==> config.mk <==
export PLATFORM = sky130hd
export DESIGN_NAME = bpd_queue
export DESIGN_NICKNAME = d
export VERILOG_FILES = /design/src/basic_program_detokenizer_defines.svh /design/src/bpd_pkg.sv /design/src/bpd_queue.sv
export SDC_FILE = /design/constraint.sdc
export NUM_CORES = 1
export LEC_CHECK = 0
export BUFFER_PORTS_ARGS = -buffer_cell sky130_fd_sc_hd__clkbuf_2
export CORE_MARGIN = 10
export CORE_UTILIZATION = 25
export CTS_CLUSTER_SIZE = 20
export DETAILED_ROUTE_END_ITERATION = 7
export PLACE_DENSITY = 0.52
export SLEW_MARGIN = 20
export SYNTH_ARGS = -nofsm -noshare
export SYNTH_HDL_FRONTEND = slang
export SYNTH_SLANG_ARGS = --single-unit
==> constraint.sdc <==
create_clock -name clk -period 11.5 [get_ports clk]
set_input_delay 1.15 -clock clk [delete_from_list [all_inputs] [get_ports clk]]
set_output_delay 1.15 -clock clk [all_outputs]
set_load 0.02 [all_outputs]
==> src/basic_program_detokenizer_defines.svh <==
// Assertion macros used by the top-level detokenizer file.
`ifndef BASIC_PROGRAM_DETOKENIZER_DEFINES_SVH
`define BASIC_PROGRAM_DETOKENIZER_DEFINES_SVH

// Same-cycle implication, checked on clk, off during reset.
`define BPD_ASSERT_IMP(lbl, ante, cons, msg) \
    lbl: assert property (@(posedge clk) disable iff (!rst_n) (ante) |-> (cons)) \
        else $error(msg);

// Next-cycle implication, checked on clk, off during reset.
`define BPD_ASSERT_NXT(lbl, ante, cons, msg) \
    lbl: assert property (@(posedge clk) disable iff (!rst_n) (ante) |=> (cons)) \
        else $error(msg);

`endif

==> src/bpd_pkg.sv <==
package bpd_pkg;

    localparam logic [1:0] KIND_CHAR  = 2'd0;
    localparam logic [1:0] KIND_ERROR = 2'd1;
    localparam logic [1:0] KIND_END   = 2'd2;

    // Commands from the front to the back
    localparam logic [2:0] OP_CHAR   = 3'd0;
    localparam logic [2:0] OP_KW     = 3'd1;
    localparam logic [2:0] OP_NUM    = 3'd2;
    localparam logic [2:0] OP_ERR    = 3'd3;
    localparam logic [2:0] OP_END    = 3'd4;
    localparam logic [2:0] OP_NL_END = 3'd5;

    localparam logic [7:0] HEADER_BYTE = 8'hFF;
    localparam logic [7:0] NEWLINE     = 8'd10;
    localparam logic [7:0] SPACE       = 8'd32;
    localparam logic [7:0] DIGIT_ZERO  = 8'd48;
    localparam logic [7:0] FIRST_NO_KW = 8'd252;

    typedef struct packed {
        logic [7:0] data_byte;
        logic       end_of_data;
    } in_item_t;

    typedef struct packed {
        logic [7:0] out_char;
        logic [1:0] kind;
        logic       last;
    } out_item_t;

    // word: char in [7:0], line number in [15:0], or keyword right-justified
    // cnt: index of the first character to send, counting down to zero
    typedef struct packed {
        logic [2:0]  op;
        logic [63:0] word;
        logic [2:0]  cnt;
    } cmd_t;

    typedef struct packed {
        logic push;
        cmd_t cmd;
    } q_wr_t;

    typedef struct packed {
        logic avail;
        cmd_t cmd;
    } q_rd_t;

    // k times the decimal weight of a digit place; place 5 is ten thousands
    function automatic logic [16:0] dec_mult(input logic [2:0] place, input logic [3:0] k);
        logic [16:0] p;
        case (place)
            3'd5:    p = 17'd10000;
            3'd4:    p = 17'd1000;
            3'd3:    p = 17'd100;
            3'd2:    p = 17'd10;
            3'd1:    p = 17'd1;
            default: p = 17'd0;
        endcase
        return 17'({13'd0, k} * p);
    endfunction

    // Keyword text, right-justified, zero bytes above the first character
    function automatic logic [63:0] kw_word(input logic [6:0] idx);
        logic [63:0] w;
        case (idx)
            7'd0:   w = 64'("END ");
            7'd1:   w = 64'("FOR ");
            7'd2:   w = 64'("RESET");
            7'd3:   w = 64'("SET");
            7'd4:   w = 64'("CLS ");
            7'd5:   w = 64'("CMD ");
            7'd6:   w = 64'("RANDOM ");
            7'd7:   w = 64'("NEXT ");
            7'd8:   w = 64'("DATA ");
            7'd9:   w = 64'("INPUT ");
            7'd10:  w = 64'("DIM ");
            7'd11:  w = 64'("READ ");
            7'd12:  w = 64'("LET ");
            7'd13:  w = 64'(" GOTO ");
            7'd14:  w = 64'("RUN ");
            7'd15:  w = 64'("IF ");
            7'd16:  w = 64'("RESTORE ");
            7'd17:  w = 64'(" GOSUB ");
            7'd18:  w = 64'("RETURN ");
            7'd19:  w = 64'("REM ");
            7'd20:  w = 64'("STOP ");
            7'd21:  w = 64'(" ELSE ");
            7'd22:  w = 64'("TRON ");
            7'd23:  w = 64'("TROFF ");
            7'd24:  w = 64'("DEFSTR ");
            7'd25:  w = 64'("DEFINT ");
            7'd26:  w = 64'("DEFSNG ");
            7'd27:  w = 64'("DEFDBL ");
            7'd28:  w = 64'("LINE ");
            7'd29:  w = 64'("EDIT ");
            7'd30:  w = 64'("ERROR ");
            7'd31:  w = 64'("RESUME ");
            7'd32:  w = 64'("OUT ");
            7'd33:  w = 64'("ON ");
            7'd34:  w = 64'("OPEN ");
            7'd35:  w = 64'("FIELD ");
            7'd36:  w = 64'("GET ");
            7'd37:  w = 64'("PUT ");
            7'd38:  w = 64'("CLOSE ");
            7'd39:  w = 64'("LOAD ");
            7'd40:  w = 64'("MERGE ");
            7'd41:  w = 64'("NAME ");
            7'd42:  w = 64'("KILL ");
            7'd43:  w = 64'("LSET ");
            7'd44:  w = 64'("RSET ");
            7'd45:  w = 64'("SAVE ");
            7'd46:  w = 64'("SYSTEM ");
            7'd47:  w = 64'("LPRINT ");
            7'd48:  w = 64'("DEF ");
            7'd49:  w = 64'("POKE ");
            7'd50:  w = 64'("PRINT ");
            7'd51:  w = 64'("CONT ");
            7'd52:  w = 64'("LIST ");
            7'd53:  w = 64'("LLIST ");
            7'd54:  w = 64'("DELETE ");
            7'd55:  w = 64'("AUTO ");
            7'd56:  w = 64'("CLEAR ");
            7'd57:  w = 64'("CLOAD ");
            7'd58:  w = 64'("CSAVE ");
            7'd59:  w = 64'("NEW ");
            7'd60:  w = 64'("TAB(");
            7'd61:  w = 64'(" TO ");
            7'd62:  w = 64'("FN ");
            7'd63:  w = 64'("USING ");
            7'd64:  w = 64'("VARPTR ");
            7'd65:  w = 64'("USR ");
            7'd66:  w = 64'("ERL ");
            7'd67:  w = 64'("ERR ");
            7'd68:  w = 64'(" STRING$");
            7'd69:  w = 64'(" INSTR");
            7'd70:  w = 64'(" POINT");
            7'd71:  w = 64'(" TIME$ ");
            7'd72:  w = 64'(" MEM ");
            7'd73:  w = 64'(" INKEY$ ");
            7'd74:  w = 64'(" THEN ");
            7'd75:  w = 64'(" NOT ");
            7'd76:  w = 64'(" STEP ");
            7'd77:  w = 64'("+");
            7'd78:  w = 64'("-");
            7'd79:  w = 64'("*");
            7'd80:  w = 64'("/");
            7'd81:  w = 64'("~");
            7'd82:  w = 64'(" AND ");
            7'd83:  w = 64'(" OR ");
            7'd84:  w = 64'(">");
            7'd85:  w = 64'("=");
            7'd86:  w = 64'("<");
            7'd87:  w = 64'(" SGN");
            7'd88:  w = 64'(" INT");
            7'd89:  w = 64'(" ABS");
            7'd90:  w = 64'(" FRE");
            7'd91:  w = 64'(" INP");
            7'd92:  w = 64'(" POS");
            7'd93:  w = 64'(" SQR");
            7'd94:  w = 64'(" RND");
            7'd95:  w = 64'(" LOG");
            7'd96:  w = 64'(" EXP");
            7'd97:  w = 64'(" COS");
            7'd98:  w = 64'(" SIN");
            7'd99:  w = 64'(" TAN");
            7'd100: w = 64'(" ATN");
            7'd101: w = 64'(" PEEK");
            7'd102: w = 64'(" CVI");
            7'd103: w = 64'(" CVS");
            7'd104: w = 64'(" CVD");
            7'd105: w = 64'(" EOF");
            7'd106: w = 64'(" LOC");
            7'd107: w = 64'(" LOF");
            7'd108: w = 64'(" MKI$");
            7'd109: w = 64'(" MKS$");
            7'd110: w = 64'(" MKD$");
            7'd111: w = 64'(" CINT");
            7'd112: w = 64'(" CSNG");
            7'd113: w = 64'(" CDBL");
            7'd114: w = 64'(" FIX");
            7'd115: w = 64'(" LEN");
            7'd116: w = 64'(" STR$");
            7'd117: w = 64'(" VAL");
            7'd118: w = 64'(" ASC");
            7'd119: w = 64'(" CHR$");
            7'd120: w = 64'(" LEFT$");
            7'd121: w = 64'(" RIGHT$");
            7'd122: w = 64'(" MID$");
            7'd123: w = 64'(" ' ");
            default: w = 64'd0;
        endcase
        return w;
    endfunction

endpackage

==> src/bpd_queue.sv <==
module bpd_queue #(
    parameter int DEPTH = 4
) (
    input  logic            clk,
    input  logic            rst_n,
    input  bpd_pkg::q_wr_t  q_wr,
    output logic            q_full,
    input  logic            q_pop,
    output bpd_pkg::q_rd_t  q_rd
);

    localparam int AW = (DEPTH > 1) ? $clog2(DEPTH) : 1;
    localparam int CW = $clog2(DEPTH + 1);
    localparam logic [AW-1:0] LAST_PTR = AW'(DEPTH - 1);
    localparam logic [CW-1:0] FULL_CNT = CW'(DEPTH);

    bpd_pkg::cmd_t   mem_reg [DEPTH];
    logic [AW-1:0]   wr_ptr_reg, rd_ptr_reg;
    logic [CW-1:0]   count_reg;
    logic            do_push, do_pop;

    assign q_full     = (count_reg == FULL_CNT);
    assign q_rd.avail = (count_reg != '0);
    assign q_rd.cmd   = mem_reg[rd_ptr_reg];
    assign do_push    = q_wr.push && !q_full;
    assign do_pop     = q_pop && q_rd.avail;

    always_ff @(posedge clk)
    begin
        if (do_push)
            mem_reg[wr_ptr_reg] <= q_wr.cmd;
    end

    always_ff @(posedge clk or negedge rst_n)
    begin
        if (!rst_n)
        begin
            wr_ptr_reg <= '0;
            rd_ptr_reg <= '0;
            count_reg  <= '0;
        end
        else
        begin
            if (do_push)
                wr_ptr_reg <= (wr_ptr_reg == LAST_PTR) ? '0 : wr_ptr_reg + AW'(1);
            if (do_pop)
                rd_ptr_reg <= (rd_ptr_reg == LAST_PTR) ? '0 : rd_ptr_reg + AW'(1);
            if (do_push && !do_pop)
                count_reg <= count_reg + CW'(1);
            else if (do_pop && !do_push)
                count_reg <= count_reg - CW'(1);
        end
    end

endmodule

* After elaboration in Yosys (flattened, before gate mapping)
Memory sizes are Yosys's and may differ from the RTL's.
Cells that the tools add are included.
** Operators by class
- Add/subtract/negate cells :: 4
- Reduce and logical (&&, ||, !) cells :: 9
- Equal/unequal tests :: 3
- Muxes and demuxes :: 6
** Operators with widths (number)
- 2-to-1 mux 3 bit :: 2
- adder 2 x 1 -> 2 bit, second input constant :: 2
- equality test 2 bit, second input constant :: 2
- logical AND 1 bit :: 4
- 2-to-1 mux 2 bit :: 2
- adder 3 x 1 -> 3 bit, second input constant :: 1
- equality test 3 bit, second input constant :: 1
- zero test 1 bit :: 3
- nonzero test 3 bit :: 1
- subtractor 3 x 1 -> 3 bit, second input constant :: 1
- 2-to-1 mux 1 bit :: 2
- nonzero test 2 bit :: 1
** Word-level totals
- Logic and storage cells :: 26
- Bits of input ports :: 74
- Output and inout port bits :: 72
- Memory bits (writable) :: 280
- Bits in registers :: 7
- Memories :: 1
** Memory list
- mem_reg :: words 4, width 70, read ports 1, clocked after Yosys merged registers in 0, wr ports 1, RTL line bpd_queue.sv:17 : bpd_pkg::cmd_t mem_reg [DEPTH];

* Depth between registers and ports, before layout
- Depth after elaboration :: 7
- Mapped depth :: 8
- Gate-level depth less buffers :: 8

* Least setup slack after synthesis
No wires, ideal clock.
- Path type :: input to register
- Start point :: in q_wr[70] in the netlist's numbering
- End point :: mem mem_reg[3][0] in the netlist's numbering, enable pin
- Path slack :: 6.855 ns
- Arrival time :: 4.145 ns
- Data required time :: 11.000 ns
- Path buffers :: 0
- Stages on the path :: 2
- Setup time :: 0.500 ns
- Path through :: nand2_1 nor2_1
** Between the ends
- Cells in the longest elaborated chain, start to end :: 3
** Ends and longest elaborated chain
- start, declared :: RTL line bpd_queue.sv:6 : input bpd_pkg::q_wr_t q_wr,
- logical AND 1 bit :: RTL line bpd_queue.sv:25 : assign do_push = q_wr.push && !q_full;
- 2-to-1 mux 1 bit :: RTL line bpd_queue.sv:30 : if (do_push)
- 2-to-1 mux 1 bit (not written as such) :: RTL line bpd_queue.sv:31 : mem_reg[wr_ptr_reg] <= q_wr.cmd;
- end, declared :: RTL line bpd_queue.sv:17
No other way between the ends.

==> reports/metrics.csv <==
stage,metric,value,unit
cts,h-tree-depth,1,
global_route,grt_pass1_wl,33.02,mm
cts,post_cts_buffers,0,
logic_synthesis,ys_ff_latch,287,
setup_path,reg2reg_depth,4,
min_path,hp-class,primary input to asynchronous set/reset pin,
cts,clk_latency,0.56,ns
pwr,seq_power_share,43.5,%
cts,clk_pin_slew,0.06,ns
place,dpl_worst_slack,7.691,ns
floorplanning,io_pins,146,
setup_path,r2r_slack,9.04,ns
place,gp_congestion,0.6353,
floorplanning,fp-row-count,75,
timing,hold_violations,0,
floorplanning,die_area,0.05118,mm^2
pwr,pwr-share-clk,27.0,%
pwr,comb_power_share,29.6,%
pwr,netSwitchingPower,1103,uW
logic_synthesis,synth_nets,484,
final_layout,fin_util,30.60,%
final_layout,layout_common_cells,"edfxtp_1 (280), clkbuf_2 (145), mux4_2 (68)",
run,drv_cap,0,
timing,fmax,0.2350,GHz
floorplanning,initial_core_util,25.29,%
drt,drtIter0Drc,246,
cts,numCtsBuffers,31,
global_route,grt_usage,8.514,%
setup_path,critical_path_class,register to output pin,
final_layout,drive_gt1_share,46.22,%
floorplanning,die_width,226.2,um
cts,cts_sinks,287,
drt,routed_wl,22.04,mm
logic_synthesis,syn_inst,403,
drt,vias,4678,
drt,first_pass_iters,4,
pwr,power.density,267.2,mW/mm^2
drt,drc,0,
setup_path,worstPathRequired,10.35,ns
timing,fin_crit_sh,37.00,%
setup_path,critPathCaptureType,output pin,
place,port_buffers,145,
timing,worst_pin_slew,0.8387,ns
cts,ctsLongestPathBuffers,3,
pwr,p_sw_share,32.08,%
logic_synthesis,synth_area,0.01063,mm^2
global_route,grt_pass1_vias,5278,
pwr,p_leak,0.004319,uW
final_layout,largest_register_ffs,280,
cts,holdBufCountCts,0,
drt,vias_per_cell,4.122,
setup_path,r2r-end,mem_reg[0][28]$_DFFE_PP_,
pwr,ir_drop,0.1313,mV
final_layout,num-fill-cells,4083,
logic_synthesis,syn_avg_cell_area,26.39,um^2
setup_path,cp.arrival,3.10,ns
drt,wl_per_cell,19.42,um
timing,fin_skew,0.01715,ns
final_layout,nets,653,
pwr,internal-power,2335,uW
place,dp_hpwl,13.48,mm
global_route,grt_overflow,0,
global_route,grt_max_degree,40,
timing,slew_headroom,44.09,%
logic_synthesis,synth_cell_types,21,
final_layout,layout_commonest_cell,edfxtp_1,
logic_synthesis,yosysSeqAreaShare,80.72,%
final_layout,syn2layout_area_growth,20.97,%
setup_path,reg2reg_from,count_reg[2]$_DFFE_PN0P_,
cts,cts_tree,built,
floorplanning,chipHeight,226.2,um
timing,rsz0062_at_grt,false,
pwr,total_power,3437,uW
outcome,outcome,finished clean,
timing,setup-tns-final,0,ns
timing,fin_ws,7.245,ns
setup_path,cp-start-kind,register,
logic_synthesis,ys.warnings.count,0,
cts,ctsResizeCount,0,
timing,slew_violations,0,
floorplanning,coreArea,0.04204,mm^2
drt,ant_nets,0,
setup_path,critPathMaxFanout,39,
global_route,antenna_found_initial,2,
timing,setup_viol,0,
timing,min_period,4.255,ns
cts,ctsRootBufferMaster,clkbuf_16,
==> cell type report <==
cell class / instances / area [um^2] / area share, %
Clock buffer: 39 / 805.8 / 6.264
Clock inverter: 17 / 136.4 / 1.060
Sequential cell: 287 / 8591 / 66.78
Antenna cell: 1 / 2.502 / 0.01945
Multi-Input combinational cell: 97 / 1864 / 14.49
Tap cell: 539 / 674.4 / 5.243
Inverter: 3 / 11.26 / 0.08754
Timing Repair Buffer: 152 / 778.2 / 6.050
==> stage by stage <==
| step | cell area [um^2] | hold slack [ns] | instances |
|---|---|---|---|
| after floorplan | 10630 | 0.4645 | 403 |
| after global routing | 12860 | 0.3887 | 1134 |
| after detailed placement | 11920 | 0.4855 | 1078 |
| final | 12860 | 0.4149 | 1135 |
| after CTS | 12860 | 0.3796 | 1134 |
| after global placement | 11920 | 0.4814 | 1078 |
==> power by group through the flow <==
stage / Combinational, uW / Sequential, uW / Clock [uW]
floorplan: 803 / 1450 / 0
global placement: 1060 / 1520 / 0
detailed placement: 1060 / 1520 / 0
CTS: 1060 / 1500 / 966
global route: 1100 / 1520 / 1010
finish: 1020 / 1490 / 927
==> logic make-up after synthesis <==
logic type                 synth area share [%]
adders and majority gates                0.8942
DFF                                       80.72
buffers and inverters                     1.894
muxes                                     15.43
xor gates and xnor gates                 0.2471
and+or+nand+nor                          0.8236
==> synthesized netlist by cell type <==
master	count	area, um^2
edfxtp_1	280	8408
mux4_2	68	1531
buf_12	7	140.1
buf_2	7	35.03
dfrtp_1	7	175.2
ha_1	6	75.07
mux2_2	5	56.30
nor2_1	4	15.01
and2_1	3	18.77
inv_1	3	11.26
mux4_1	2	52.55
xor2_1	2	17.52
buf_6	1	11.26
clkbuf_1	1	3.750
fa_1	1	20.02
nand2_1	1	3.750
nand2_4	1	11.26
nor2b_2	1	8.760
nor3b_4	1	18.77
or3_4	1	11.26
xnor2_1	1	8.760
==> critical path: stages, from the launching register on <==
cell      delay (ns)
dfrtp_4         0.89
buf_4           0.79
mux4_2          0.64
clkbuf_2        0.18
==> worst max path at each step <==
stage | end | startpoint | slack (ns) | depth (start not counted)
5_1_grt | q_rd[67] | rd_ptr_reg[0]$_DFFE_PN0P_ | 6.95 | 3
3_3_place_gp | q_rd[28] | rd_ptr_reg[0]$_DFFE_PN0P_ | 7.68 | 3
2_1_floorplan | mem_reg[3][0]$_DFFE_PP_ | q_wr[70] | 6.86 | 2
4_1_cts | q_rd[28] | rd_ptr_reg[0]$_DFFE_PN0P_ | 7.06 | 3
3_5_place_dp | q_rd[28] | rd_ptr_reg[0]$_DFFE_PN0P_ | 7.69 | 3
6_report | q_rd[67] | rd_ptr_reg[0]$_DFFE_PN0P_ | 7.25 | 3
==> layer usage <==
metal | global-route usage, % | part of all wire (%)
met5 | 0 | 0.059
met4 | 2.489 | 2.5
met3 | 2.906 | 6.5
met2 | 13.81 | 48
met1 | 10.55 | 43
Power figures use the tool's default switching activity.
