**config.mk**
```make
export PLATFORM = sky130hd
export DESIGN_NAME = bpd_back_flat
export DESIGN_NICKNAME = d
export VERILOG_FILES = /design/src/basic_program_detokenizer_defines.svh /design/src/bpd_pkg.sv /design/src/bpd_stream_if.sv /design/src/bpd_back.sv /design/src/flat_wrapper.sv
export SDC_FILE = /design/constraint.sdc
export NUM_CORES = 1
export LEC_CHECK = 0
export ABC_AREA = 1
export BUFFER_PORTS_ARGS = -buffer_cell sky130_fd_sc_hd__buf_2
export CELL_PAD_IN_SITES_DETAIL_PLACEMENT = 0
export CELL_PAD_IN_SITES_GLOBAL_PLACEMENT = 1
export CORE_AREA = 2 2 133 135
export CTS_BUF_LIST = sky130_fd_sc_hd__clkbuf_4
export DETAILED_ROUTE_END_ITERATION = 12
export DIE_AREA = 0 0 135 137
export GPL_ROUTABILITY_DRIVEN = 0
export MAX_ROUTING_LAYER = met4
export PLACE_DENSITY = 0.86
export SLEW_MARGIN = 20
export SYNTH_ARGS = -nofsm -noshare
export SYNTH_HDL_FRONTEND = slang
export SYNTH_SLANG_ARGS = --single-unit
```
**constraint.sdc**
```tcl
create_clock -name clk -period 7.05 [get_ports clk]
set_input_delay 1.0575 -clock clk [delete_from_list [all_inputs] [get_ports clk]]
set_output_delay 1.0575 -clock clk [all_outputs]
set_load 0.01 [all_outputs]
```
**src/basic_program_detokenizer_defines.svh**
```systemverilog
// Assertion macros used by the top-level detokenizer file.
`ifndef BASIC_PROGRAM_DETOKENIZER_DEFINES_SVH
`define BASIC_PROGRAM_DETOKENIZER_DEFINES_SVH

// Same-cycle implication, checked on clk, off during reset.
`define BPD_ASSERT_IMP(lbl, ante, cons, msg) \
    lbl: assert property (@(posedge clk) disable iff (!rst_n) (ante) |-> (cons)) \
        else $error(msg);

// Next-cycle implication, checked on clk, off during reset.
`define BPD_ASSERT_NXT(lbl, ante, cons, msg) \
    lbl: assert property (@(posedge clk) disable iff (!rst_n) (ante) |=> (cons)) \
        else $error(msg);

`endif

```
**src/bpd_pkg.sv**
```systemverilog
package bpd_pkg;

    localparam logic [1:0] KIND_CHAR  = 2'd0;
    localparam logic [1:0] KIND_ERROR = 2'd1;
    localparam logic [1:0] KIND_END   = 2'd2;

    // Commands from the front to the back
    localparam logic [2:0] OP_CHAR   = 3'd0;
    localparam logic [2:0] OP_KW     = 3'd1;
    localparam logic [2:0] OP_NUM    = 3'd2;
    localparam logic [2:0] OP_ERR    = 3'd3;
    localparam logic [2:0] OP_END    = 3'd4;
    localparam logic [2:0] OP_NL_END = 3'd5;

    localparam logic [7:0] HEADER_BYTE = 8'hFF;
    localparam logic [7:0] NEWLINE     = 8'd10;
    localparam logic [7:0] SPACE       = 8'd32;
    localparam logic [7:0] DIGIT_ZERO  = 8'd48;
    localparam logic [7:0] FIRST_NO_KW = 8'd252;

    typedef struct packed {
        logic [7:0] data_byte;
        logic       end_of_data;
    } in_item_t;

    typedef struct packed {
        logic [7:0] out_char;
        logic [1:0] kind;
        logic       last;
    } out_item_t;

    // word: char in [7:0], line number in [15:0], or keyword right-justified
    // cnt: index of the first character to send, counting down to zero
    typedef struct packed {
        logic [2:0]  op;
        logic [63:0] word;
        logic [2:0]  cnt;
    } cmd_t;

    typedef struct packed {
        logic push;
        cmd_t cmd;
    } q_wr_t;

    typedef struct packed {
        logic avail;
        cmd_t cmd;
    } q_rd_t;

    // k times the decimal weight of a digit place; place 5 is ten thousands
    function automatic logic [16:0] dec_mult(input logic [2:0] place, input logic [3:0] k);
        logic [16:0] p;
        case (place)
            3'd5:    p = 17'd10000;
            3'd4:    p = 17'd1000;
            3'd3:    p = 17'd100;
            3'd2:    p = 17'd10;
            3'd1:    p = 17'd1;
            default: p = 17'd0;
        endcase
        return 17'({13'd0, k} * p);
    endfunction

    // Keyword text, right-justified, zero bytes above the first character
    function automatic logic [63:0] kw_word(input logic [6:0] idx);
        logic [63:0] w;
        case (idx)
            7'd0:   w = 64'("END ");
            7'd1:   w = 64'("FOR ");
            7'd2:   w = 64'("RESET");
            7'd3:   w = 64'("SET");
            7'd4:   w = 64'("CLS ");
            7'd5:   w = 64'("CMD ");
            7'd6:   w = 64'("RANDOM ");
            7'd7:   w = 64'("NEXT ");
            7'd8:   w = 64'("DATA ");
            7'd9:   w = 64'("INPUT ");
            7'd10:  w = 64'("DIM ");
            7'd11:  w = 64'("READ ");
            7'd12:  w = 64'("LET ");
            7'd13:  w = 64'(" GOTO ");
            7'd14:  w = 64'("RUN ");
            7'd15:  w = 64'("IF ");
            7'd16:  w = 64'("RESTORE ");
            7'd17:  w = 64'(" GOSUB ");
            7'd18:  w = 64'("RETURN ");
            7'd19:  w = 64'("REM ");
            7'd20:  w = 64'("STOP ");
            7'd21:  w = 64'(" ELSE ");
            7'd22:  w = 64'("TRON ");
            7'd23:  w = 64'("TROFF ");
            7'd24:  w = 64'("DEFSTR ");
            7'd25:  w = 64'("DEFINT ");
            7'd26:  w = 64'("DEFSNG ");
            7'd27:  w = 64'("DEFDBL ");
            7'd28:  w = 64'("LINE ");
            7'd29:  w = 64'("EDIT ");
            7'd30:  w = 64'("ERROR ");
            7'd31:  w = 64'("RESUME ");
            7'd32:  w = 64'("OUT ");
            7'd33:  w = 64'("ON ");
            7'd34:  w = 64'("OPEN ");
            7'd35:  w = 64'("FIELD ");
            7'd36:  w = 64'("GET ");
            7'd37:  w = 64'("PUT ");
            7'd38:  w = 64'("CLOSE ");
            7'd39:  w = 64'("LOAD ");
            7'd40:  w = 64'("MERGE ");
            7'd41:  w = 64'("NAME ");
            7'd42:  w = 64'("KILL ");
            7'd43:  w = 64'("LSET ");
            7'd44:  w = 64'("RSET ");
            7'd45:  w = 64'("SAVE ");
            7'd46:  w = 64'("SYSTEM ");
            7'd47:  w = 64'("LPRINT ");
            7'd48:  w = 64'("DEF ");
            7'd49:  w = 64'("POKE ");
            7'd50:  w = 64'("PRINT ");
            7'd51:  w = 64'("CONT ");
            7'd52:  w = 64'("LIST ");
            7'd53:  w = 64'("LLIST ");
            7'd54:  w = 64'("DELETE ");
            7'd55:  w = 64'("AUTO ");
            7'd56:  w = 64'("CLEAR ");
            7'd57:  w = 64'("CLOAD ");
            7'd58:  w = 64'("CSAVE ");
            7'd59:  w = 64'("NEW ");
            7'd60:  w = 64'("TAB(");
            7'd61:  w = 64'(" TO ");
            7'd62:  w = 64'("FN ");
            7'd63:  w = 64'("USING ");
            7'd64:  w = 64'("VARPTR ");
            7'd65:  w = 64'("USR ");
            7'd66:  w = 64'("ERL ");
            7'd67:  w = 64'("ERR ");
            7'd68:  w = 64'(" STRING$");
            7'd69:  w = 64'(" INSTR");
            7'd70:  w = 64'(" POINT");
            7'd71:  w = 64'(" TIME$ ");
            7'd72:  w = 64'(" MEM ");
            7'd73:  w = 64'(" INKEY$ ");
            7'd74:  w = 64'(" THEN ");
            7'd75:  w = 64'(" NOT ");
            7'd76:  w = 64'(" STEP ");
            7'd77:  w = 64'("+");
            7'd78:  w = 64'("-");
            7'd79:  w = 64'("*");
            7'd80:  w = 64'("/");
            7'd81:  w = 64'("~");
            7'd82:  w = 64'(" AND ");
            7'd83:  w = 64'(" OR ");
            7'd84:  w = 64'(">");
            7'd85:  w = 64'("=");
            7'd86:  w = 64'("<");
            7'd87:  w = 64'(" SGN");
            7'd88:  w = 64'(" INT");
            7'd89:  w = 64'(" ABS");
            7'd90:  w = 64'(" FRE");
            7'd91:  w = 64'(" INP");
            7'd92:  w = 64'(" POS");
            7'd93:  w = 64'(" SQR");
            7'd94:  w = 64'(" RND");
            7'd95:  w = 64'(" LOG");
            7'd96:  w = 64'(" EXP");
            7'd97:  w = 64'(" COS");
            7'd98:  w = 64'(" SIN");
            7'd99:  w = 64'(" TAN");
            7'd100: w = 64'(" ATN");
            7'd101: w = 64'(" PEEK");
            7'd102: w = 64'(" CVI");
            7'd103: w = 64'(" CVS");
            7'd104: w = 64'(" CVD");
            7'd105: w = 64'(" EOF");
            7'd106: w = 64'(" LOC");
            7'd107: w = 64'(" LOF");
            7'd108: w = 64'(" MKI$");
            7'd109: w = 64'(" MKS$");
            7'd110: w = 64'(" MKD$");
            7'd111: w = 64'(" CINT");
            7'd112: w = 64'(" CSNG");
            7'd113: w = 64'(" CDBL");
            7'd114: w = 64'(" FIX");
            7'd115: w = 64'(" LEN");
            7'd116: w = 64'(" STR$");
            7'd117: w = 64'(" VAL");
            7'd118: w = 64'(" ASC");
            7'd119: w = 64'(" CHR$");
            7'd120: w = 64'(" LEFT$");
            7'd121: w = 64'(" RIGHT$");
            7'd122: w = 64'(" MID$");
            7'd123: w = 64'(" ' ");
            default: w = 64'd0;
        endcase
        return w;
    endfunction

endpackage

```
**src/bpd_stream_if.sv**
```systemverilog
interface bpd_stream_if #(
    parameter type item_t = logic
) ();
    logic  valid;
    logic  ready;
    item_t data;

    modport source (output valid, output data, input ready);
    modport sink   (input valid, input data, output ready);
endinterface

```
**src/bpd_back.sv**
```systemverilog
module bpd_back (
    input  logic            clk,
    input  logic            rst_n,
    input  bpd_pkg::q_rd_t  q_rd,
    output logic            q_pop,
    bpd_stream_if.source    listing
);

    logic                  busy_reg;
    logic [2:0]            op_reg;
    logic [63:0]           word_reg;
    logic [2:0]            rem_reg;
    logic [2:0]            place_reg;
    logic                  started_reg;
    logic                  out_valid_reg;
    bpd_pkg::out_item_t    out_reg;

    logic                  step, done, emit, load;
    bpd_pkg::out_item_t    beat;
    logic [3:0]            digit;
    logic [15:0]           sub;
    logic [16:0]           mult;

    assign step = busy_reg && (!out_valid_reg || listing.ready);
    assign load = q_rd.avail && (!busy_reg || (step && done));
    assign q_pop = load;

    assign listing.valid = out_valid_reg;
    assign listing.data  = out_reg;

    // largest digit whose weighted value fits in the remaining number
    always_comb
    begin
        digit = 4'd0;
        sub   = 16'd0;
        for (int k = 1; k < 10; k++)
        begin
            mult = bpd_pkg::dec_mult(place_reg, 4'(k));
            if (mult <= {1'b0, word_reg[15:0]})
            begin
                digit = 4'(k);
                sub   = mult[15:0];
            end
        end
    end

    always_comb
    begin
        beat.out_char = 8'd0;
        beat.kind     = bpd_pkg::KIND_CHAR;
        beat.last     = 1'b1;
        emit = 1'b1;
        done = 1'b1;
        case (op_reg)
            bpd_pkg::OP_CHAR:
            begin
                beat.out_char = word_reg[7:0];
            end
            bpd_pkg::OP_KW:
            begin
                beat.out_char = word_reg[{rem_reg, 3'b000} +: 8];
                beat.last     = (rem_reg == 3'd0);
                done          = (rem_reg == 3'd0);
            end
            bpd_pkg::OP_NUM:
            begin
                if (place_reg == 3'd0)
                    beat.out_char = bpd_pkg::SPACE;
                else
                begin
                    beat.out_char = bpd_pkg::DIGIT_ZERO + {4'd0, digit};
                    beat.last     = 1'b0;
                    done          = 1'b0;
                    // skip leading zeros, keep the units digit
                    emit = started_reg || (digit != 4'd0) || (place_reg == 3'd1);
                end
            end
            bpd_pkg::OP_ERR:
            begin
                beat.kind = bpd_pkg::KIND_ERROR;
            end
            bpd_pkg::OP_NL_END:
            begin
                if (rem_reg != 3'd0)
                begin
                    beat.out_char = bpd_pkg::NEWLINE;
                    beat.last     = 1'b0;
                    done          = 1'b0;
                end
                else
                    beat.kind = bpd_pkg::KIND_END;
            end
            default:
            begin
                beat.kind = bpd_pkg::KIND_END;
            end
        endcase
    end

    always_ff @(posedge clk)
    begin
        if (load)
        begin
            op_reg      <= q_rd.cmd.op;
            word_reg    <= q_rd.cmd.word;
            rem_reg     <= q_rd.cmd.cnt;
            place_reg   <= 3'd5;
            started_reg <= 1'b0;
        end
        else if (step)
        begin
            rem_reg <= rem_reg - 3'd1;
            if (op_reg == bpd_pkg::OP_NUM && place_reg != 3'd0)
            begin
                word_reg[15:0] <= word_reg[15:0] - sub;
                place_reg      <= place_reg - 3'd1;
                started_reg    <= emit;
            end
        end
        if (step && emit)
            out_reg <= beat;
    end

    always_ff @(posedge clk or negedge rst_n)
    begin
        if (!rst_n)
        begin
            busy_reg      <= 1'b0;
            out_valid_reg <= 1'b0;
        end
        else
        begin
            if (load)
                busy_reg <= 1'b1;
            else if (step && done)
                busy_reg <= 1'b0;
            if (step && emit)
                out_valid_reg <= 1'b1;
            else if (listing.ready)
                out_valid_reg <= 1'b0;
        end
    end

endmodule

```
**src/flat_wrapper.sv**
```systemverilog
// flat-port wrapper written by rule: the top's interface ports become plain ports
module bpd_back_flat 
  (clk, rst_n, q_rd, q_pop, listing_valid, listing_data, listing_ready);
  bpd_stream_if listing_i ();
  input  logic clk;
  input  logic rst_n;
  input  bpd_pkg::q_rd_t q_rd;
  output logic q_pop;
  output wire logic [$bits(listing_i.valid)-1:0] listing_valid;
  output wire logic [$bits(listing_i.data)-1:0] listing_data;
  input wire logic [$bits(listing_i.ready)-1:0] listing_ready;
  assign listing_valid = listing_i.valid;
  assign listing_data = listing_i.data;
  assign listing_i.ready = listing_ready;
  bpd_back u_core (.clk(clk), .rst_n(rst_n), .q_rd(q_rd), .q_pop(q_pop), .listing(listing_i));
endmodule
```
Word-level counts from Yosys, hierarchy flattened
Cells that the tools add are included.
{"block": "totals", "latchBits": 0, "out_inout_bits": 3, "input_bits": 74, "ram_bits": 0, "memories": 0, "rom_bits": 0, "ff_bits": 29}
{"block": "op_classes", "order_cmp": 9, "multipliers": 5, "shift": 0, "n_addsub": 3, "n_mux": 33, "bitwise_logic": 0, "div_mod_pow": 0, "n_eq_ne": 8, "reduce_logical": 22}
{"op": "$mux W16", "n": 12}
{"op": "$le A17 B16 Y1", "n": 6}
{"op": "$pmux W14 S5", "n": 1}
{"op": "$mul A3 B14 Y17 const A", "n": 2}
{"op": "$mul A2 B14 Y16 const A", "n": 2}
{"op": "$mux W3", "n": 6}
{"op": "$mul A4 B14 Y17 const A", "n": 1}
{"op": "$le A14 B16 Y1", "n": 1}
{"op": "$le A15 B16 Y1", "n": 1}
{"op": "$le A16 B16 Y1", "n": 1}
{"op": "$sub A16 B16 Y16", "n": 1}
{"op": "$eq A3 B2 Y1 const B", "n": 3}
{"op": "$eq A3 B3 Y1 const B", "n": 3}
{"op": "$mux W1", "n": 9}
{"op": "$mux W4", "n": 2}
{"op": "$reduce_bool A2 Y1", "n": 4}
{"op": "$eq A3 B1 Y1 const B", "n": 2}
{"op": "$logic_not A3 Y1", "n": 2}
{"op": "$reduce_bool A3 Y1", "n": 2}
{"op": "$sub A3 B1 Y3 const B", "n": 2}
{"op": "$logic_and A1 B1 Y1", "n": 5}
{"op": "$logic_or A1 B1 Y1", "n": 4}
{"op": "$mux W2", "n": 2}
{"op": "$reduce_and A2 Y1", "n": 2}
{"op": "other kinds (3)", "n": 4}

Depth between registers and ports, before layout
{"block": "depth", "depth_word": 19, "ltp_mapped": 46, "depth_no_buf": 45}

Worst setup path before layout
Ideal clock, no wire load.
{"block": "synth_timing", "path_type": "register to register", "startpoint": "register u_core.place_reg[1]", "endpoint": "register u_core.word_reg[13], data pin", "setup_time_ns": 0.268, "slack_ns": 0.520, "n_path_buf": 0, "arrival_time_ns": 6.262, "path_stages_with_launch": 44, "path_cell_list": "dfxtp_1 -> inv_1 -> ha_1 -> inv_1 -> nor2_1 -> inv_1 -> fa_1 -> inv_1 -> ha_1 -> fa_1 -> nand2_1 -> inv_1 -> o21ai_0 -> nand2_1 -> nand2_1 -> nand2_1 -> nand2_1 -> nor2_1 -> (+8 left out) -> nand2_2 -> inv_1 -> or2_2 -> nand3_1 -> nand2_1 -> inv_1 -> ha_1 -> a21o_1 -> a31oi_1 -> o21ai_0 -> nand2_1 -> nand2_1 -> a21oi_1 -> o21ai_0 -> nand2_1 -> nand2_1 -> nand2_1 -> a31oi_1"}
{"block": "synth_between", "elab_chain_cells": 16, "word_cells_on_any_way": 39}
{"item": "start: declaration", "line": "bpd_back.sv:13", "source": "logic [2:0] place_reg;"}
{"item": "start signal: assignment", "line": "bpd_back.sv:116", "source": "place_reg <= place_reg - 3'd1;"}
{"item": "parallel branches: the longest is 15 deep, another holds $le A17 B16 Y1"}
{"item": "$mux W16 (*)", "line": "bpd_back.sv:102", "source": "if (load)"}
{"item": "end signal: assignment", "line": "bpd_back.sv:105", "source": "word_reg <= q_rd.cmd.word;"}
{"item": "end signal: assignment", "line": "bpd_back.sv:115", "source": "word_reg[15:0] <= word_reg[15:0] - sub;"}
{"item": "end: declaration", "line": "bpd_back.sv:11", "source": "logic [63:0] word_reg;"}
Every way passes the cells marked *. The select of a mux whose other input is x is not followed.
A chain may end at the register's enable or synchronous reset.

Final worst setup path
{"block": "layout_timing", "startpoint": "register u_core.place_reg[1]", "endpoint": "register u_core.word_reg[15], data pin"}
Same word-level chain as after synthesis.

==> metrics <==
xor and xnor area share after synthesis 3.57%; Clock Skew 0.00716 ns; Final setup viols 0; Root Driver clkbuf_4; Avg Cell Area, Syn 6.49 um^2; worst r2r src u_core.place_reg[1]$_SDFFE_PP0P_; GR peak layer met2; final setup margin 0.478 ns; largest net degree at the start of global routing 36; Slew headroom 37.4%; post-synthesis simple-gate area fraction 29.8%; Worst path slowest cell fa_1; CTS buffer count 5; Hold Violations, Final 0; largest family of logic cells by synthesized area simple AND/OR/NAND/NOR gates; initial antenna violation count 0; total gr overflow 0; cell mode on critical path nand2_1; minimum clock period 6.57 ns; GR Util met1 37.4%; Hold WC Path Type in -> async; Avg WL per Cell 17.3 um; Filler cells 1806; # DRC 0; crit path max fanout 7; Slew Limit Fails 0; Tcrit/Tclk final 93.2%; initial core utilization 43.2%; Rows 48; antenna-violating nets left 0; leading area contributor after synthesis ha_1; die width 135 um; worst-margin pin slew 0.937 ns; synthesis-to-layout area growth 11.5%; Layout Nets 1437; Mapped Area 7360 um^2; M3 GR Usage 1.26%; Synth Register Bits 29; core area 17100 um^2; count of input and output buffers 28; clk_lat worst skew 0.34 ns; crit path DAT 6.66 ns; asr flop ratio synth 6.90%; Crit Path Category reg -> reg; CP Launch Type flip-flop; RR Endpoint u_core.word_reg[15]$_DFFE_PP_; Post-synth top flop edfxtp_1; Synth area leaders ha_1 (27%), nand2_1 (15%), edfxtp_1 (9.4%), a21oi_1 (7.2%), inv_1 (7.2%); met2 Use GR 44.9%; critical path required time 7.14 ns; sequential-to-total area share from yosys stat 11.2%; first-pass GRT wire length 38300 um; number of inserted diodes 0; distinct cell type count after synthesis 54; run status complete, no violations; vias in the first global route 7146; die height 137 um; cells on worst reg2reg path 39; Adder-Cell Fraction of Synth Area 29.1%; share of cells above drive strength 1 11.2%; I/O pin cnt 77; final setup TNS 0 ns; Post-synth EDFFs 23; Total Wirelength 24700 um; vias post-DR 7909; pre-CTS setup slack 0.106 ns; top cell type's share of synthesized area 26.7%; Reg clk slew, reported paths 0.09 ns; CTS tree built; crit-path max cell delay 0.56 ns; CP Capture Type flip-flop; Hold-fix buffers, CTS 0; Starting DRT DRC Count 866; H-tree depth 2; CTS sink count 29; CP Launch Point u_core.place_reg[1]$_SDFFE_PP0P_; Synth Area in Compound Gates 17.7%; Bufs on Longest Clock Path 2; Syn Inst Count 1134; Die ar. 18500 um^2; post-DP HPWL 20000 um; Worst setup endpoint u_core.word_reg[15]$_DFFE_PP_; Achievable Freq 152 MHz; Worst R2R Setup Slack 0.48 ns; first drt pass iteration count 6; via/cell ratio 5.56; All-Layer GR Usage 27.6%; YS warnings 0; post-synthesis mux area share 0%; Max Cap Viol 0; Largest register FFs 16
## layout make-up
class / count / area, um^2 / share of cell area (%)
inverters: 151 / 571 / 6.95
well taps: 225 / 282 / 3.43
clock buffers: 5 / 37.5 / 0.457
multi-input cells: 944 / 6060 / 73.8
clock inverters: 3 / 12.5 / 0.152
repair buffers: 66 / 425 / 5.18
flip-flops and latches: 29 / 822 / 10.0
## cells in the mapped netlist, types with 6 or more instances
| cell type | count |
|---|---|
| edfxtp_1 | 23 |
| a31oi_1 | 14 |
| nor3_1 | 17 |
| o21ai_0 | 59 |
| inv_1 | 141 |
| inv_2 | 7 |
| xor2_1 | 20 |
| nand4_1 | 23 |
| nor4_1 | 6 |
| nand3_1 | 63 |
| fa_1 | 9 |
| nand2_1 | 292 |
| nand2_2 | 10 |
| a21o_1 | 9 |
| o21ai_1 | 7 |
| clkbuf_1 | 6 |
| a21oi_1 | 106 |
| nor2_1 | 85 |
| xnor2_1 | 10 |
| ha_1 | 157 |
## layout by cell type (no fill, tap or decap), types with 5 or more instances in the layout
cell      instances
nand3_1          63
o21ai_1          10
a21o_1            9
nor2_1           82
fa_1              9
edfxtp_1         23
conb_1            6
a21oi_2           9
xor2_1           18
ha_1            150
nor4_1            6
buf_2            28
inv_1           138
xnor2_1          10
nand2_1         292
a21oi_1          98
o211ai_1          5
nand2_2           9
nand4_1          23
buf_4            38
inv_2            10
a31oi_1          12
nor3_1           17
o21ai_0          55
ha_2              6
clkbuf_4          5
## cells by family after synthesis
kind of cell	count (synthesis)
buf+inv	165
compound gates	230
simple gates	512
flops	29
other cells	2
fa+ha+maj	166
xor+xnor	30
## critical path, delay by kind of cell, from the launching register on
kind | cells | cell delay (ns)
AOI/OAI and AO/OA | 9 | 1.73
adders and majority gates | 6 | 1.95
buffers and inverters | 9 | 0.83
DFF | 1 | 0.34
and+or+nand+nor | 15 | 1.49
## repair_timing
action | CTS | global route
gates resized for setup | 0 | 37
buffers inserted | 0 | 4
endpoints found under the setup margin | 0 | 11
## metrics by stage
stage	hold WS (ns)	utilization [%]	area (um^2)	instances
global placement	0.462	46.9	7990	1411
floorplan	0.451	-	7380	1138
CTS	0.460	47.2	8040	1419
detailed placement	0.467	46.9	7990	1411
finish	0.477	48.1	8210	1423
global route	0.451	48.1	8210	1423
## routing by layer
layer	share of wire, %	wire [um]
met3	5.9	1450
met4	2.9	715
met5	0	0
met2	45	11100
met1	46	11400
## how the worst min path moves through the flow
stage / start / end / slack (ns) / depth (start not counted)
floorplan: u_core.started_reg$_SDFFE_PP0P_ / u_core.started_reg$_SDFFE_PP0P_ / 0.45 / 2
global placement: u_core.started_reg$_SDFFE_PP0P_ / u_core.started_reg$_SDFFE_PP0P_ / 0.46 / 2
detailed placement: u_core.started_reg$_SDFFE_PP0P_ / u_core.started_reg$_SDFFE_PP0P_ / 0.47 / 2
CTS: rst_n / u_core.listing.valid$_DFFE_PN0P_ / 0.46 / 1
global route: rst_n / u_core.listing.valid$_DFFE_PN0P_ / 0.45 / 1
finish: rst_n / u_core.listing.valid$_DFFE_PN0P_ / 0.48 / 1
Power is left out: the tool's default activity adds up to more than one toggle a clock period on the data nets, which glitch-free logic cannot reach.
